$ cat src/rtl/assert_macros.svh
// Assertion macros shared by the lidar point conversion RTL.
// Depends on nothing; simulation builds get the checks, synthesis gets empty bodies.
`ifndef ASSERT_MACROS_SVH
`define ASSERT_MACROS_SVH
`ifndef SYNTHESIS
`define LRPC_ASSERT(label, clk, rstn, prop) \
    label: assert property (@(posedge clk) disable iff (!(rstn)) (prop)) \
        else $error("lrpc assertion failed");
`define LRPC_ASSERT_ALWAYS(label, clk, prop) \
    label: assert property (@(posedge clk) (prop)) else $error("lrpc assertion failed");
`else
`define LRPC_ASSERT(label, clk, rstn, prop)
`define LRPC_ASSERT_ALWAYS(label, clk, prop)
`endif
`endif

$ cat src/rtl/lrpc_mul.sv
// Shared signed 32 by 32 multiplier with a registered product.
// Depends on nothing.
`default_nettype none
module lrpc_mul (
    input  wire logic               aclk,
    input  wire logic signed [31:0] a,
    input  wire logic signed [31:0] b,
    output logic signed [63:0]      prod_reg
);
    always_ff @(posedge aclk) begin
        prod_reg <= a * b;
    end
endmodule
`default_nettype wire

$ cat config.mk
export PLATFORM = sky130hd
export DESIGN_NAME = lrpc_mul
export DESIGN_NICKNAME = d
export VERILOG_FILES = /design/src/rtl/assert_macros.svh /design/src/rtl/lrpc_mul.sv
export SDC_FILE = /design/constraint.sdc
export NUM_CORES = 2
export LEC_CHECK = 0
export BUFFER_PORTS_ARGS = -buffer_cell sky130_fd_sc_hd__buf_2
export CAP_MARGIN = 30
export CORE_AREA = 2 2 342 175
export CTS_CLUSTER_SIZE = 12
export DETAILED_ROUTE_END_ITERATION = 16
export DIE_AREA = 0 0 344 177
export GPL_ROUTABILITY_DRIVEN = 0
export PLACE_DENSITY = 0.82
export SETUP_SLACK_MARGIN = 0.1
export SYNTH_ARGS = -nofsm -noshare
export SYNTH_HDL_FRONTEND = slang
export SYNTH_SLANG_ARGS = --single-unit
$ cat constraint.sdc
create_clock -name aclk -period 11 [get_ports aclk]
set_clock_uncertainty 0.2 [all_clocks]
set_input_delay 0.55 -clock aclk [delete_from_list [all_inputs] [get_ports aclk]]
set_output_delay 0.55 -clock aclk [all_outputs]
set_load 0.005 [all_outputs]
Yosys cells after proc, flatten, opt, wreduce, memory -nomap -nowiden
Index checks and enable logic that the tools add are counted.
{"block": "totals", "input_bits": 65, "ff_bits": 64, "wordCells": 2}
{"block": "op_classes", "multipliers": 1}
{"operator": "$mul A32 B32 Y64", "count": 1}

Logic depth before layout (Yosys ltp)
{"block": "depth", "depth_word": 1, "mapped_depth": 28}

Worst setup path after synthesis
No wires, ideal clock.
{"block": "synth_path", "kind": "input port to flip-flop", "startpoint": "in b[2]", "endpoint": "reg prod_reg[62]", "stages": 24, "setup_slack_ps": 2989, "setup_ps": 72, "t_arrival_ps": 7739, "required_time_ps": 10728, "path_cell_list": "clkbuf_1 > nand2_1 > inv_1 > fa_1 > fa_1 > fa_1 > fa_1 > inv_1 > fa_1 > inv_1 > fa_1 > inv_1 > fa_1 > inv_1 > fa_1 > ha_1 > and3_1 > nand2_1 > or3_1 > o22a_1 > o211ai_1 > a31oi_1 > o31ai_1 > xor2_1"}
{"block": "synth_via", "elab_chain_cells": 1}
{"element": "from (decl)", "line_no": "lrpc_mul.sv:7", "rtl": "input wire logic signed [31:0] b,"}
{"element": "$mul A32 B32 Y64", "line_no": "lrpc_mul.sv:11", "rtl": "prod_reg <= a * b;"}
{"element": "to (signal assigned)", "line_no": "lrpc_mul.sv:11"}
{"element": "to (decl)", "line_no": "lrpc_mul.sv:8", "rtl": "output logic signed [63:0] prod_reg"}
No other way between the ends.

Worst setup path in the final report
{"block": "layout_path", "startpoint": "in b[5]", "endpoint": "reg prod_reg[62]"}
The elaborated chain is that of the path after synthesis.

==> impl_metrics.json <==
{
  "cts_buffers": 9,
  "synth_warnings": 0,
  "hpwl_mm": 88.8,
  "avgSynthCellArea_sq_um": 9.59,
  "fillers": 4354,
  "post_dp_cell_area_sq_um": 38200,
  "synth.distinct_cells": 63,
  "fin_crit_sh_pct": 80.4,
  "drv_cap": 0,
  "grt_start_max_net_pins": 33,
  "drv_slew": 0,
  "path_common_cell": "fa_1",
  "yosys-top-cells-area": "fa_1, inv_1, and2_1",
  "async_reset_ff_share_pct": 0,
  "crit_type": "input pin to flop",
  "ys_ff_latch": 64,
  "track_usage_pct": 38.4,
  "coreArea_sq_um": 58200,
  "cp_slowest_cell": "fa_1",
  "synth_ff_type": "dfxtp_1",
  "synth_nets": 5215,
  "fmax_mhz": 113,
  "slew_headroom_pct": 40.3,
  "drt_iter0_drc": 2970,
  "post_cts_buffers": 0,
  "overflow": 0,
  "final_area_sq_um": 38600,
  "clkTransAtPathRegs_ps": 60,
  "tritoncts": "yes",
  "cts_resized": 0,
  "worstPathRequired_ps": 11140,
  "min_path_type": "input pin to flop",
  "drt-pass1-iter-count": 6,
  "area_delta_synth_final_pct": 3.53,
  "setup_viol": 0,
  "nets": 5168,
  "die_w_um": 344,
  "seq_area_frac_synth_pct": 3.44,
  "max_slew.worst_pin.slew_ps": 895,
  "rsz0062_at_grt": "false",
  "syn_area_sq_um": 37200,
  "viasPerCell": 5.73,
  "port_buffers": 128,
  "status": "finished clean",
  "yosys-top-cells-count": "fa_1, inv_1, and2_1, nand2_1, clkbuf_1",
  "start_kind": "input pin",
  "die_area_sq_um": 60900,
  "root_buffer": "clkbuf_16",
  "largest_reg_flops": 64,
  "grt_pass1_wl_mm": 171,
  "clkSinkCount": 64,
  "ant_nets": 0,
  "std_cell_rows": 63,
  "path_buf_inv": 8,
  "wl_per_cell_um": 23.2,
  "htreeDepth": 3,
  "drive_gt1_share_pct": 4.71,
  "cp.arrival_ps": 8980,
  "cp_slowest_stage_delay_ps": 800,
  "initial_core_util_pct": 64.0,
  "synth_top_area_share_pct": 58.2,
  "drc_errors": 0,
  "cts_hold_buf": 0,
  "antenna_found_initial": 2,
  "synth_top_area_cell": "fa_1",
  "cpLargestDelayFamily": "adder cells",
  "synth_cells": 3884,
  "setup_tns_ps": 0,
  "fin_crit_ps": 8840,
  "synth_edf_count": 0,
  "critPathCaptureType": "flop",
  "grt_pass1_vias": 28262,
  "drt_wl_total_mm": 107,
  "vias": 26509,
  "die-height_um": 177,
  "hold_viol": 0,
  "clock_tree.buffer_depth": 2,
  "num_io_pins": 129,
  "worstPathMaxFanout": 32,
  "synth_most_common_cell": "fa_1"
}
## per-stage QoR
step / utilization, % / setup slack, ps / hold WS [ps] / std cells
6_report: 66.3 / 2160 / 591 / 4623
5_1_grt: 66.3 / 1720 / 588 / 4623
4_1_cts: 66.3 / 2280 / 547 / 4622
3_5_place_dp: 65.7 / 1850 / 724 / 4606
3_3_place_gp: 65.7 / 2030 / 725 / 4605
2_1_floorplan: - / 2990 / 477 / 3884
## cells in the final DEF (no fill, tap or decap), types with 12 or more instances in the layout
cell / synthesis / routed
fa_1: 1082 / 1082
inv_1: 952 / 952
and2_1: 516 / 516
nand2_1: 511 / 511
ha_1: 184 / 184
buf_2: 3 / 128
a21oi_1: 68 / 68
dfxtp_1: 64 / 64
xnor2_1: 53 / 53
nor2_1: 42 / 42
o21ai_0: 28 / 28
a21o_1: 23 / 23
xor2_1: 22 / 22
nand3_1: 15 / 15
o21bai_1: 15 / 15
buf_4: 0 / 13
a31oi_1: 12 / 12
## cell type report
cell class | instances | area, sq um | share of cell area (%)
tap | 780 | 976 | 2.53
clock inverter | 7 | 100 | 0.260
inverter | 952 | 3570 | 9.27
timing repair buffer | 142 | 766 | 1.99
multi-input combinational | 2668 | 31600 | 82.0
antenna | 1 | 2.50 | 0.00649
sequential | 64 | 1280 | 3.32
clock buffer | 9 | 225 | 0.584
## per-layer routing
layer | vias up | share of wire [%] | GRT usage (%)
li1 | 10939 | - | -
met1 | 13217 | 40 | 56.3
met2 | 2174 | 34 | 42.7
met3 | 161 | 24 | 30.0
met4 | 18 | 1.4 | 5.87
met5 | - | 0.84 | 10.7
## worst paths after layout
kind / start / slack [ps] / cells past startpoint / to
worst max-delay path: b[5] / 2160 / 25 / prod_reg[62]$_DFF_P_
worst min-delay path: a[0] / 590 / 2 / prod_reg[0]$_DFF_P_
## cells by family (layout without fill, tap and decap cells)
family	Yosys count	after routing	synth area share, %
other cells	0	1	0
flops	64	64	3.44
xor+xnor	75	75	1.76
simple gates	1134	1134	15.4
fa+ha+maj	1266	1266	64.3
compound gates	193	193	3.46
buf+inv	1152	1110	11.6
Power is left out: the tool's default activity adds up to more than one toggle a clock period on the data nets, which glitch-free logic cannot reach.
